==> src/waypoint_constant_speed_timing_assert.svh <==
`ifndef WAYPOINT_CONSTANT_SPEED_TIMING_ASSERT_SVH
`define WAYPOINT_CONSTANT_SPEED_TIMING_ASSERT_SVH

// Clocked check, off while reset is asserted.
`define WCST_ASSERT(lbl, prop, msg) \
  lbl: assert property (@(posedge clk_i) disable iff (!rst_ni) (prop)) else $error(msg);

// Check that a condition never holds.
`define WCST_ASSERT_NEVER(lbl, cond, msg) \
  `WCST_ASSERT(lbl, !(cond), msg)

`endif

==> src/wcst_pkg.sv <==
package wcst_pkg;

  localparam int unsigned COORD_WIDTH_DEF = 32;
  localparam int unsigned TIME_WIDTH_DEF  = 48;
  localparam int unsigned SPEED_W = 31;
  localparam int unsigned THR_W   = 32;
  localparam int unsigned QUAT_W  = 16;
  localparam int unsigned VEL_W   = 32;
  localparam int unsigned CFG_W   = 32;
  localparam int unsigned FRAC_W  = 16;

  localparam logic [SPEED_W-1:0] SPEED_RESET = SPEED_W'(65536);
  localparam logic [THR_W-1:0]   THR_RESET   = THR_W'(66);

  localparam logic REG_SPEED = 1'b0;
  localparam logic REG_THR   = 1'b1;

  typedef struct packed {
    logic start;
    logic sqrt;
  } wcst_cmd_t;

  typedef struct packed {
    logic busy;
    logic done;
  } wcst_sts_t;

  // shared unit numerator width: radicand or velocity dividend, whichever is wider
  function automatic int unsigned wcst_num_w(int unsigned c);
    return (2 * c + 2 > c + SPEED_W) ? 2 * c + 2 : c + SPEED_W;
  endfunction

  // divisor width: distance or speed
  function automatic int unsigned wcst_den_w(int unsigned c);
    return (c + 1 > SPEED_W) ? c + 1 : SPEED_W;
  endfunction

  function automatic int unsigned wcst_mulb_w(int unsigned c);
    return (c > SPEED_W) ? c : SPEED_W;
  endfunction

endpackage

==> src/wcst_mul.sv <==
module wcst_mul import wcst_pkg::*; #(
  parameter int unsigned COORD_WIDTH = COORD_WIDTH_DEF
) (
  input  logic                                             clk_i,
  input  logic [COORD_WIDTH-1:0]                           a_i,
  input  logic [wcst_mulb_w(COORD_WIDTH)-1:0]              b_i,
  output logic [COORD_WIDTH+wcst_mulb_w(COORD_WIDTH)-1:0]  prod_o
);

  always_ff @(posedge clk_i) begin
    prod_o <= a_i * b_i;
  end

endmodule

==> src/wcst_divsqrt.sv <==
module wcst_divsqrt import wcst_pkg::*; #(
  parameter int unsigned COORD_WIDTH = COORD_WIDTH_DEF
) (
  input  logic                                  clk_i,
  input  logic                                  rst_ni,
  input  wcst_cmd_t                             cmd_i,
  input  logic [wcst_num_w(COORD_WIDTH)-1:0]    num_i,
  input  logic [wcst_den_w(COORD_WIDTH)-1:0]    den_i,
  output wcst_sts_t                             sts_o,
  output logic [wcst_num_w(COORD_WIDTH)-1:0]    res_o
);

  localparam int unsigned NW    = wcst_num_w(COORD_WIDTH);
  localparam int unsigned DW    = wcst_den_w(COORD_WIDTH);
  localparam int unsigned RW    = DW + 2;
  localparam int unsigned CNT_W = $clog2(NW + 1);
  localparam int unsigned SQ_STEPS  = COORD_WIDTH + 1;
  localparam int unsigned DIV_STEPS = COORD_WIDTH + SPEED_W;

  logic [NW-1:0]    num_q, res_q;
  logic [RW-1:0]    rem_q;
  logic [DW-1:0]    den_q;
  logic             sqrt_q, busy_q, done_q;
  logic [CNT_W-1:0] cnt_q;
  logic [RW-1:0]    shifted, trial;
  logic             ge;

  // one restoring step: two radicand bits for root, one dividend bit for divide
  always_comb begin
    if (sqrt_q) begin
      shifted = {rem_q[RW-3:0], num_q[NW-1:NW-2]};
      trial   = {res_q[RW-3:0], 2'b01};
    end else begin
      shifted = {rem_q[RW-2:0], num_q[NW-1]};
      trial   = RW'(den_q);
    end
    ge = (shifted >= trial);
  end

  always_ff @(posedge clk_i or negedge rst_ni) begin
    if (!rst_ni) begin
      busy_q <= 1'b0;
      done_q <= 1'b0;
      cnt_q  <= '0;
    end else begin
      done_q <= 1'b0;
      if (cmd_i.start) begin
        busy_q <= 1'b1;
        cnt_q  <= cmd_i.sqrt ? CNT_W'(SQ_STEPS) : CNT_W'(DIV_STEPS);
      end else if (busy_q) begin
        cnt_q <= cnt_q - 1'b1;
        if (cnt_q == CNT_W'(1)) begin
          busy_q <= 1'b0;
          done_q <= 1'b1;
        end
      end
    end
  end

  always_ff @(posedge clk_i) begin
    if (cmd_i.start) begin
      num_q  <= num_i;
      den_q  <= den_i;
      sqrt_q <= cmd_i.sqrt;
      rem_q  <= '0;
      res_q  <= '0;
    end else if (busy_q) begin
      rem_q <= ge ? (shifted - trial) : shifted;
      res_q <= {res_q[NW-2:0], ge};
      num_q <= sqrt_q ? {num_q[NW-3:0], 2'b00} : {num_q[NW-2:0], 1'b0};
    end
  end

  assign sts_o = '{busy: busy_q, done: done_q};
  assign res_o = res_q;

endmodule

==> src/waypoint_constant_speed_timing.sv <==
// A path's first waypoint is held, and emitted as the final point if it ends the path.
// A compared waypoint squares its deltas on the multiplier, takes the root (COORD_WIDTH+1
// steps) on the shared shift-subtract unit and, if kept, runs three velocity divides
// (none at zero distance) and one time divide (COORD_WIDTH+31 steps each) on it too.
// A path end adds a final point; no new waypoint is taken until the sequencer is idle.
// Reset clears the held-valid flag and time and loads the speed and threshold defaults.
module waypoint_constant_speed_timing import wcst_pkg::*; #(
  parameter int unsigned COORD_WIDTH = COORD_WIDTH_DEF,
  parameter int unsigned TIME_WIDTH  = TIME_WIDTH_DEF
) (
  input  logic clk_i,
  input  logic rst_ni,
  // cfg: index 0 speed, 1 dup_threshold
  input  logic             cfg_valid_i,
  output logic             cfg_ready_o,
  input  logic             cfg_index_i,
  input  logic [CFG_W-1:0] cfg_data_i,
  input  logic             s_axis_tvalid,
  output logic             s_axis_tready,
  // pos_x, pos_y, pos_z, quat_w, quat_x, quat_y, quat_z
  input  logic [((3*COORD_WIDTH+4*QUAT_W+7)/8)*8-1:0] s_axis_tdata,
  input  logic             s_axis_tlast,  // path_end
  output logic             m_axis_tvalid,
  input  logic             m_axis_tready,
  // stamp, out_x, out_y, out_z, out_qw, out_qx, out_qy, out_qz, vel_x, vel_y, vel_z
  output logic [((TIME_WIDTH+3*COORD_WIDTH+4*QUAT_W+3*VEL_W+7)/8)*8-1:0] m_axis_tdata,
  output logic             m_axis_tlast   // final_point
);

  `include "waypoint_constant_speed_timing_assert.svh"

  localparam int unsigned C     = COORD_WIDTH;
  localparam int unsigned NW    = wcst_num_w(C);
  localparam int unsigned DNW   = wcst_den_w(C);
  localparam int unsigned MBW   = wcst_mulb_w(C);
  localparam int unsigned PW    = C + MBW;
  localparam int unsigned N_W   = 2 * C + 2;
  localparam int unsigned D_W   = C + 1;
  localparam int unsigned DV_W  = C + SPEED_W;
  localparam int unsigned CMP_W = (D_W > THR_W) ? D_W : THR_W;
  localparam int unsigned SUM_W = ((TIME_WIDTH > DV_W) ? TIME_WIDTH : DV_W) + 1;
  localparam int unsigned OUT_W = ((TIME_WIDTH+3*C+4*QUAT_W+3*VEL_W+7)/8)*8;

  localparam logic [3:0] S_IDLE  = 4'd0;
  localparam logic [3:0] S_SQ    = 4'd1;
  localparam logic [3:0] S_ACC   = 4'd2;
  localparam logic [3:0] S_ROOT  = 4'd3;
  localparam logic [3:0] S_ROOTW = 4'd4;
  localparam logic [3:0] S_CMP   = 4'd5;
  localparam logic [3:0] S_VM    = 4'd6;
  localparam logic [3:0] S_VMW   = 4'd7;
  localparam logic [3:0] S_VD    = 4'd8;
  localparam logic [3:0] S_TIME  = 4'd9;
  localparam logic [3:0] S_TW    = 4'd10;
  localparam logic [3:0] S_EMIT  = 4'd11;
  localparam logic [3:0] S_FIN   = 4'd12;

  logic [3:0] state_q, state_d;

  logic [SPEED_W-1:0] speed_q;
  logic [THR_W-1:0]   thr_q;
  logic [SPEED_W-1:0] spd_eff;

  logic                         held_valid_q;
  logic [2:0][C-1:0]            held_pos_q, new_pos_q, in_pos;
  logic [3:0][QUAT_W-1:0]       held_quat_q, new_quat_q, in_quat;
  logic [TIME_WIDTH-1:0]        held_time_q;
  logic                         end_q;
  logic [2:0][C-1:0]            mag_q;
  logic [2:0]                   neg_q;
  logic [1:0]                   axis_q;
  logic [N_W-1:0]               n_q;
  logic [D_W-1:0]               d_q;
  logic [2:0][VEL_W-1:0]        vel_q;
  logic [DV_W-1:0]              dt_q;
  logic [SUM_W-1:0]             time_sum;
  logic [TIME_WIDTH-1:0]        time_next;

  logic                         m_valid_q, m_last_q;
  logic [TIME_WIDTH-1:0]        o_stamp_q;
  logic [2:0][C-1:0]            o_pos_q;
  logic [3:0][QUAT_W-1:0]       o_quat_q;
  logic [2:0][VEL_W-1:0]        o_vel_q;
  logic                         out_free, in_acc;

  logic [MBW-1:0]   mul_b;
  logic [PW-1:0]    prod;
  wcst_cmd_t        cmd;
  wcst_sts_t        sts;
  logic [NW-1:0]    unit_num, unit_res;
  logic [DNW-1:0]   unit_den;
  logic [VEL_W-1:0] quo;

  assign cfg_ready_o   = 1'b1;
  assign spd_eff       = (speed_q == '0) ? SPEED_W'(1) : speed_q;
  assign s_axis_tready = (state_q == S_IDLE);
  assign in_acc        = s_axis_tvalid && s_axis_tready;
  assign out_free      = !m_valid_q || m_axis_tready;

  for (genvar i = 0; i < 3; i++) begin : g_pos
    assign in_pos[i] = s_axis_tdata[i*C +: C];
  end
  for (genvar i = 0; i < 4; i++) begin : g_quat
    assign in_quat[i] = s_axis_tdata[3*C + i*QUAT_W +: QUAT_W];
  end

  assign mul_b = (state_q == S_SQ) ? MBW'(mag_q[axis_q]) : MBW'(spd_eff);

  wcst_mul #(.COORD_WIDTH(C)) u_mul (
    .clk_i  (clk_i),
    .a_i    (mag_q[axis_q]),
    .b_i    (mul_b),
    .prod_o (prod)
  );

  always_comb begin
    cmd      = '{start: 1'b0, sqrt: 1'b0};
    unit_num = '0;
    unit_den = '0;
    unique case (state_q)
      S_ROOT: begin
        cmd      = '{start: 1'b1, sqrt: 1'b1};
        unit_num = NW'(n_q) << (NW - N_W);
      end
      S_VMW: begin
        cmd      = '{start: 1'b1, sqrt: 1'b0};
        unit_num = NW'(prod[DV_W-1:0]) << (NW - DV_W);
        unit_den = DNW'(d_q);
      end
      S_TIME: begin
        cmd      = '{start: 1'b1, sqrt: 1'b0};
        unit_num = NW'({d_q, {FRAC_W{1'b0}}}) << (NW - DV_W);
        unit_den = DNW'(spd_eff);
      end
      default: begin
        cmd = '{start: 1'b0, sqrt: 1'b0};
      end
    endcase
  end

  wcst_divsqrt #(.COORD_WIDTH(C)) u_divsqrt (
    .clk_i  (clk_i),
    .rst_ni (rst_ni),
    .cmd_i  (cmd),
    .num_i  (unit_num),
    .den_i  (unit_den),
    .sts_o  (sts),
    .res_o  (unit_res)
  );

  assign quo = unit_res[VEL_W-1:0];

  // saturate the time sum at the top of the stamp range
  assign time_sum  = SUM_W'(held_time_q) + SUM_W'(dt_q);
  assign time_next = (time_sum > SUM_W'({TIME_WIDTH{1'b1}})) ? {TIME_WIDTH{1'b1}}
                                                             : time_sum[TIME_WIDTH-1:0];

  always_comb begin
    state_d = state_q;
    unique case (state_q)
      S_IDLE: begin
        if (in_acc) begin
          if (!held_valid_q) state_d = s_axis_tlast ? S_FIN : S_IDLE;
          else               state_d = S_SQ;
        end
      end
      S_SQ:    state_d = S_ACC;
      S_ACC:   state_d = (axis_q == 2'd2) ? S_ROOT : S_SQ;
      S_ROOT:  state_d = S_ROOTW;
      S_ROOTW: if (sts.done) state_d = S_CMP;
      S_CMP: begin
        if (CMP_W'(d_q) >= CMP_W'(thr_q)) state_d = (d_q == '0) ? S_TIME : S_VM;
        else                              state_d = end_q ? S_FIN : S_IDLE;
      end
      S_VM:    state_d = S_VMW;
      S_VMW:   state_d = S_VD;
      S_VD:    if (sts.done) state_d = (axis_q == 2'd2) ? S_TIME : S_VM;
      S_TIME:  state_d = S_TW;
      S_TW:    if (sts.done) state_d = S_EMIT;
      S_EMIT:  if (out_free) state_d = end_q ? S_FIN : S_IDLE;
      S_FIN:   if (out_free) state_d = S_IDLE;
      default: state_d = S_IDLE;
    endcase
  end

  always_ff @(posedge clk_i or negedge rst_ni) begin
    if (!rst_ni) begin
      state_q      <= S_IDLE;
      speed_q      <= SPEED_RESET;
      thr_q        <= THR_RESET;
      held_valid_q <= 1'b0;
      held_time_q  <= '0;
      m_valid_q    <= 1'b0;
      axis_q       <= '0;
    end else begin
      state_q <= state_d;
      if (cfg_valid_i) begin
        if (cfg_index_i == REG_SPEED) speed_q <= cfg_data_i[SPEED_W-1:0];
        else                          thr_q   <= cfg_data_i[THR_W-1:0];
      end
      // load a new item, else drop the one taken
      if ((state_q == S_EMIT || state_q == S_FIN) && out_free) m_valid_q <= 1'b1;
      else if (m_axis_tready)                                  m_valid_q <= 1'b0;
      unique case (state_q)
        S_IDLE: begin
          axis_q <= '0;
          if (in_acc && !held_valid_q) held_valid_q <= 1'b1;
        end
        S_ACC: axis_q <= (axis_q == 2'd2) ? 2'd0 : axis_q + 2'd1;
        S_CMP: axis_q <= '0;
        S_VD:  if (sts.done) axis_q <= (axis_q == 2'd2) ? 2'd0 : axis_q + 2'd1;
        S_EMIT: begin
          if (out_free) begin
            held_time_q <= time_next;
          end
        end
        S_FIN: begin
          if (out_free) begin
            held_valid_q <= 1'b0;
            held_time_q  <= '0;
          end
        end
        default: begin
          axis_q <= axis_q;
        end
      endcase
    end
  end

  always_ff @(posedge clk_i) begin
    unique case (state_q)
      S_IDLE: begin
        if (in_acc) begin
          end_q      <= s_axis_tlast;
          new_pos_q  <= in_pos;
          new_quat_q <= in_quat;
          n_q        <= '0;
          if (!held_valid_q) begin
            held_pos_q  <= in_pos;
            held_quat_q <= in_quat;
          end
          for (int i = 0; i < 3; i++) begin
            logic [C:0] dl;
            dl = {in_pos[i][C-1], in_pos[i]} - {held_pos_q[i][C-1], held_pos_q[i]};
            neg_q[i] <= dl[C];
            mag_q[i] <= dl[C] ? C'(-dl) : dl[C-1:0];
          end
        end
      end
      S_ACC:   n_q <= n_q + N_W'(prod[2*C-1:0]);
      S_ROOTW: if (sts.done) d_q <= unit_res[D_W-1:0];
      S_CMP:   vel_q <= '0;
      S_VD:    if (sts.done) vel_q[axis_q] <= neg_q[axis_q] ? -quo : quo;
      S_TW:    if (sts.done) dt_q <= unit_res[DV_W-1:0];
      S_EMIT: begin
        if (out_free) begin
          o_stamp_q   <= held_time_q;
          o_pos_q     <= held_pos_q;
          o_quat_q    <= held_quat_q;
          o_vel_q     <= vel_q;
          m_last_q    <= 1'b0;
          held_pos_q  <= new_pos_q;
          held_quat_q <= new_quat_q;
        end
      end
      S_FIN: begin
        if (out_free) begin
          o_stamp_q <= held_time_q;
          o_pos_q   <= held_pos_q;
          o_quat_q  <= held_quat_q;
          o_vel_q   <= '0;
          m_last_q  <= 1'b1;
        end
      end
      default: begin
        n_q <= n_q;
      end
    endcase
  end

  assign m_axis_tvalid = m_valid_q;
  assign m_axis_tlast  = m_last_q;
  assign m_axis_tdata  = OUT_W'({o_vel_q[2], o_vel_q[1], o_vel_q[0],
                                 o_quat_q[3], o_quat_q[2], o_quat_q[1], o_quat_q[0],
                                 o_pos_q[2], o_pos_q[1], o_pos_q[0], o_stamp_q});

  `WCST_ASSERT(a_done_in_wait, sts.done |-> (state_q == S_ROOTW || state_q == S_VD ||
               state_q == S_TW), "shared unit finished outside a wait state")
  `WCST_ASSERT_NEVER(a_final_vel, m_axis_tvalid && m_axis_tlast && (o_vel_q != '0),
                     "final point carries nonzero velocity")
  `WCST_ASSERT(a_fin_clears, (state_q == S_FIN && out_free) |=>
               (!held_valid_q && held_time_q == '0), "path end did not clear held state")
  `WCST_ASSERT_NEVER(a_busy_ready, sts.busy && s_axis_tready,
                     "input ready while shared unit busy")

endmodule

==> config.mk <==
export PLATFORM = sky130hd
export DESIGN_NAME = waypoint_constant_speed_timing
export DESIGN_NICKNAME = d
export VERILOG_FILES = /design/src/wcst_pkg.sv /design/src/wcst_mul.sv /design/src/wcst_divsqrt.sv /design/src/waypoint_constant_speed_timing.sv
export VERILOG_INCLUDE_DIRS = /design/src /design/src/src
export SDC_FILE = /design/constraint.sdc
export NUM_CORES = 2
export LEC_CHECK = 0
export ABC_AREA = 0
export ABC_CLOCK_PERIOD_IN_PS = 17800
export CORE_UTILIZATION = 55
export CTS_CLUSTER_DIAMETER = 80
export DETAILED_ROUTE_END_ITERATION = 8
export DONT_BUFFER_PORTS = 1
export PLACE_DENSITY = 0.7
export SLEW_MARGIN = 20
export SYNTH_ARGS = -nofsm -noshare
export SYNTH_HDL_FRONTEND = slang
export SYNTH_SLANG_ARGS = --single-unit
==> constraint.sdc <==
create_clock -name clk_i -period 17.8 [get_ports clk_i]
set_input_delay 3.56 -clock clk_i [delete_from_list [all_inputs] [get_ports clk_i]]
set_output_delay 3.56 -clock clk_i [all_outputs]
set_load 0.05 [all_outputs]
# After elaboration in Yosys (flattened, before gate mapping)
# Index checks and enable logic that the tools add are counted.
dict set report totals {
  ff_bits 1372
  inputBits 199
  output_inout_bits 308
}
dict set report classes {
  addsub 12
  n_mul 1
  magnitude_cmp 5
  n_eq_ne 22
  muxes 74
  bitwise 1
  n_reduce_logical 35
}
# op count
set ops {}
lappend ops {{$mux 96} 6}
lappend ops {{$pmux 96 s2} 3}
lappend ops {{$mux 66} 4}
lappend ops {{$mux 32} 7}
lappend ops {{$pmux 66 s3} 1}
lappend ops {{$mux 64} 3}
lappend ops {{$mux 48} 3}
lappend ops {{$pmux 66 s2} 1}
lappend ops {{$neg 32->32} 4}
lappend ops {{$pmux 64 s2} 1}
lappend ops {{$sub 32x32->33} 3}
lappend ops {{$bwmux 96} 1}
lappend ops {{$pmux 48 s2} 1}
lappend ops {{$mux 35} 2}
lappend ops {{$add 66x64->66} 1}
lappend ops {{$pmux 33 s2} 1}
lappend ops {{$add 48x63->64} 1}
lappend ops {{$bmux 32 s2} 1}
lappend ops {{$demux 32 s2} 1}
lappend ops {{$gt 64x48->1 const B} 1}
lappend ops {{$mul 32x32->64} 1}
lappend ops {{$pmux 4 s13} 1}
lappend ops {{$mux 4} 12}
lappend ops {{$ge 35x35->1} 1}
lappend ops {{38 further kinds} 89}

# Longest topological paths before layout
dict set report logic_depth {
  word_depth 7
  depth_mapped 36
  depth_no_buf 32
}

# Cells and area by module
# A second synthesis with hierarchy kept.
dict set report unflattened {
  cells_unflattened 9911
  hier_area_um2 103005.0
}
# mod n_inst cells_per_inst area_per_inst_um2 seq_area_each_um2
set modules_own_cells {}
lappend modules_own_cells {waypoint_constant_speed_timing 1 5064 56954.6 32499.9}
lappend modules_own_cells {wcst_mul 1 3746 34794.6 1281.2}
lappend modules_own_cells {wcst_divsqrt 1 1101 11255.8 5230.0}

# Worst setup path after synthesis
# OpenSTA, ideal clock, no wires.
dict set report synth_timing {
  kind {in2reg}
  start {input port s_axis_tvalid}
  end {register held_pos_q[0] (netlist name) (enable)}
  t_arrival_ns 14.927
  slack_ns 1.970
  stages 2
  n_path_buf 0
  cell_sequence {nand2_1 > o21ai_0}
}
dict set report synth_via {
  elab_chain_cells 3
}
# element line_no
set synth_lines {}
lappend synth_lines {{start, declared} waypoint_constant_speed_timing.sv:18} ;# input logic s_axis_tvalid,
lappend synth_lines {{$logic_and 1x1->1} waypoint_constant_speed_timing.sv:97} ;# assign in_acc = s_axis_tvalid && s_axis_tready;
lappend synth_lines {{$ne 2x1->1 (no source line)} --}
lappend synth_lines {{$reduce_and 4->1 (no source line)} --}
lappend synth_lines {{end signal, assigned} waypoint_constant_speed_timing.sv:239} ;# held_pos_q <= in_pos;
lappend synth_lines {{end signal, assigned} waypoint_constant_speed_timing.sv:262} ;# held_pos_q <= new_pos_q;
lappend synth_lines {{end, declared} waypoint_constant_speed_timing.sv:65} ;# logic [2:0][C-1:0] held_pos_q, new_pos_q, in_pos;
# Every way passes these cells.
# A chain may end at the register's enable or synchronous reset.

# Worst setup path after layout
dict set report layout_timing {
  start {register axis_q[0]}
  end {register u_mul.prod_o[57]}
}
dict set report layout_via {
  elab_chain_cells 4
}
# element line_no
set layout_lines {}
lappend layout_lines {{start, declared} waypoint_constant_speed_timing.sv:71} ;# logic [1:0] axis_q;
lappend layout_lines {{start signal, assigned} waypoint_constant_speed_timing.sv:209} ;# S_ACC: axis_q <= (axis_q == 2'd2) ? 2'd0 : axis_q + 2'd1;
lappend layout_lines {{start signal, assigned} waypoint_constant_speed_timing.sv:211} ;# S_VD: if (sts.done) axis_q <= (axis_q == 2'd2) ? 2'd0 : axis_q + 2'd1;
lappend layout_lines {{start signal, assigned} waypoint_constant_speed_timing.sv:224} ;# axis_q <= axis_q;
lappend layout_lines {{$bmux 32 s2 *} {waypoint_constant_speed_timing.sv:107, waypoint_constant_speed_timing.sv:111}}
lappend layout_lines {{$mux 32 (implied by the code) *} {waypoint_constant_speed_timing.sv:107, waypoint_constant_speed_timing.sv:111}}
lappend layout_lines {{$mux 32} waypoint_constant_speed_timing.sv:107} ;# assign mul_b = (state_q == S_SQ) ? MBW'(mag_q[axis_q]) : MBW'(spd_eff);
lappend layout_lines {{$mul 32x32->64 *} wcst_mul.sv:11} ;# prod_o <= a_i * b_i;
lappend layout_lines {{end signal, assigned} wcst_mul.sv:11}
lappend layout_lines {{end, declared} wcst_mul.sv:7} ;# output logic [COORD_WIDTH+wcst_mulb_w(COORD_WIDTH)-1:0] prod_o
# Mark *: on every way between the ends. The rest lies on a longest branch, timed or not. The select of a mux whose other input is x is not followed.

==> flow_summary.ini <==
[outcome]
outcome = completed

[placement]
place_area_um2 = 103000
post-place-ws_ns = 7.00
port_buffers = 0
place.gp.congestion = 1.01
place_hpwl_um = 225000

[cells_and_area]
layout_commonest_cell = nand2_1
ff_latch_area_um2 = 39000
final_cell_mix = 1184 x nand2_1, 1088 x inv_1, 1083 x edfxtp_1
syn2layout_area_growth_pct = 7.97
drive_gt1_share_pct = 6.52
nNetsFinal = 11200
design_area_um2 = 108000
multi_input_area_um2 = 55800
fillers = 15000

[critical_path]
worst_setup_path_end_kind = flip-flop
cp_data_arrival_time_ns = 11.62
r2r_end = u_mul.prod_o[57]
critPathSlowestCell = a21boi_4
rr_worst_depth = 32
cpMostUsedCell = fa_1
cp-start-kind = flip-flop
cp_slowest_stage_delay_ns = 0.86
r2r-start = axis_q[0]
worstSetupPathType = reg -> reg
path_max_fanout = 65
reg2reg_slack_ns = 6.88
required_ns = 18.50

[min_path]
min_from = held_quat_q[42]
min_path_cells = 0
holdCritPathClass = reg -> reg
min_to = m_axis_tdata[186]

[die]
start_util_pct = 55.4
chipWidth_um = 429
coreArea_um2 = 181000
io_pins = 507
placementRows = 156
die_y_um = 429
die_area_um2 = 184000

[synthesis]
synth_enable_flop_cells = 1083
syn_inst = 9744
synth_warnings = 0
async_reset_ff_share_pct = 9.33
synth-seq-area-share_pct = 38.9
synth.avg_cell_area_um2 = 10.3
syn_area_um2 = 100000
synth_cell_type_count = 101
syn-num-nets = 11400
synth-seq-cells = 1372
ys.flop_type = edfxtp_1

[sta]
post-route-period-util_pct = 61.4
rsz0062_at_grt = no
maxSlewHeadroom_pct = 18.7
setup_violations = 0
tightest_slew_ns = 1.22
fmaxAchievable_mhz = 91.5
slew_violations = 0
setup_tns_ns = 0
finalWorstSetupSlack_ns = 6.88
hold_violations = 0
clock-skew-final_ns = 0.0446
finalCriticalPeriod_ns = 10.92

[clock_network]
holdBufCountCts = 0
cts_buffers = 150
clk_latency_ns = 0.82
cts_resized = 0
htree_levels = 4
clock-root-buffer = clkbuf_16
clockBufferDepth = 3
clkTransAtPathRegs_ns = 0.06
cts_tree = done
cts_setup_buffers = 0
clock-sinks = 1372

[grt]
use_met2_pct = 53.2
grt_util_all_layers_pct = 32.6
grt_pass1_vias = 74400
grt_pass1_wl_um = 454000
use_met1_pct = 39.9
grt_use_met3_pct = 7.70
overflow = 0
top_usage_layer = met2
grt_max_degree = 147
antenna_found_initial = 14

[detailed_routing]
vias = 73000
vias_per_cell = 6.04
avgRoutedWirePerCell_um = 24.9
routed_wl_um = 301000
antenna_left = 0
drt-pass1-iter-count = 8
drc = 0
drtIter0Drc = 6064

[job]
maxCapViolCount = 0
## synth_stat cells (all sizes together), types with 151 or more instances
cell / count / area [um2]
inv: 1091 / 4100
dfxtp: 161 / 3220
nand2: 1188 / 4460
o21ai: 357 / 1790
a21o: 216 / 1620
nor2: 1079 / 4050
ha: 544 / 6810
clkbuf: 415 / 1560
xnor2: 238 / 2080
mux2i: 228 / 2280
a211oi: 160 / 1210
a21oi: 422 / 2120
edfxtp: 1083 / 32500
xor2: 151 / 1320
fa: 902 / 18100
## critical path: cells and delay by family, from the launching register on
kind / cells / cell delay [ns]
compound gates: 13 / 3.98
xor+xnor: 1 / 0.16
fa+ha+maj: 9 / 4.42
buf+inv: 7 / 1.29
flops: 1 / 0.63
simple gates: 2 / 0.26
## through the flow
stage          hold WS (ns)  std cells  utilization [%]
2_1_floorplan         0.400       9744                -
3_3_place_gp          0.401      11800             57.0
3_5_place_dp          0.405      11800             57.0
4_1_cts               0.408      12100             59.8
5_1_grt               0.416      12100             59.8
6_report              0.415      12100             59.8
## layout make-up
class | instances | share of cell area [%]
antenna | 5 | 0.0116
clock buffer | 198 | 3.78
clock inverter | 81 | 0.827
inverter | 1092 | 3.80
multi-input combinational | 6797 | 51.6
sequential | 1372 | 36.0
tap | 2370 | 2.74
timing repair buffer | 178 | 1.29
## registers in the layout, summed over array words and instances, names as in the netlist, 63 cells and up
name,flops
u_divsqrt.num_q,66
u_divsqrt.res_o,63
dt_q,63
new_pos_q,96
u_mul.prod_o,64
vel_q,96
n_q,66
new_quat_q,64
held_quat_q,64
m_axis_tdata,256
mag_q,96
held_pos_q,96
## metal layers
layer	vias up	wire, um
li1	32600	-
met2	3471	141000
met1	36000	114000
met5	-	177
met3	928	26900
met4	22	19400
## kinds of logic (layout without fill, tap and decap cells)
family	Yosys count	in the layout	share of synthesized area (%)
flip-flops	1372	1372	38.9
other	1	6	0.00374
XOR/XNOR	389	389	3.40
AO/OA/AOI/OAI	1693	1693	10.9
adder cells (fa/ha/maj)	1446	1446	24.8
buffers and inverters	1575	1549	5.95
multiplexers	326	326	3.38
AND/OR/NAND/NOR	2942	2942	12.7
## worst max path at each step
stage / slack (ns) / start / endpoint / cells past startpoint
5_1_grt: 6.39 / axis_q[0] / u_mul.prod_o[57] / 32
4_1_cts: 6.98 / axis_q[0] / u_mul.prod_o[57] / 32
3_5_place_dp: 7.00 / axis_q[0] / u_mul.prod_o[57] / 32
2_1_floorplan: 1.97 / s_axis_tvalid / held_pos_q[0] / 2
3_3_place_gp: 7.33 / axis_q[0] / u_mul.prod_o[60] / 31
6_report: 6.88 / axis_q[0] / u_mul.prod_o[57] / 32
Power is left out: the tool's default activity adds up to more than one toggle a clock period on the data nets, which glitch-free logic cannot reach.
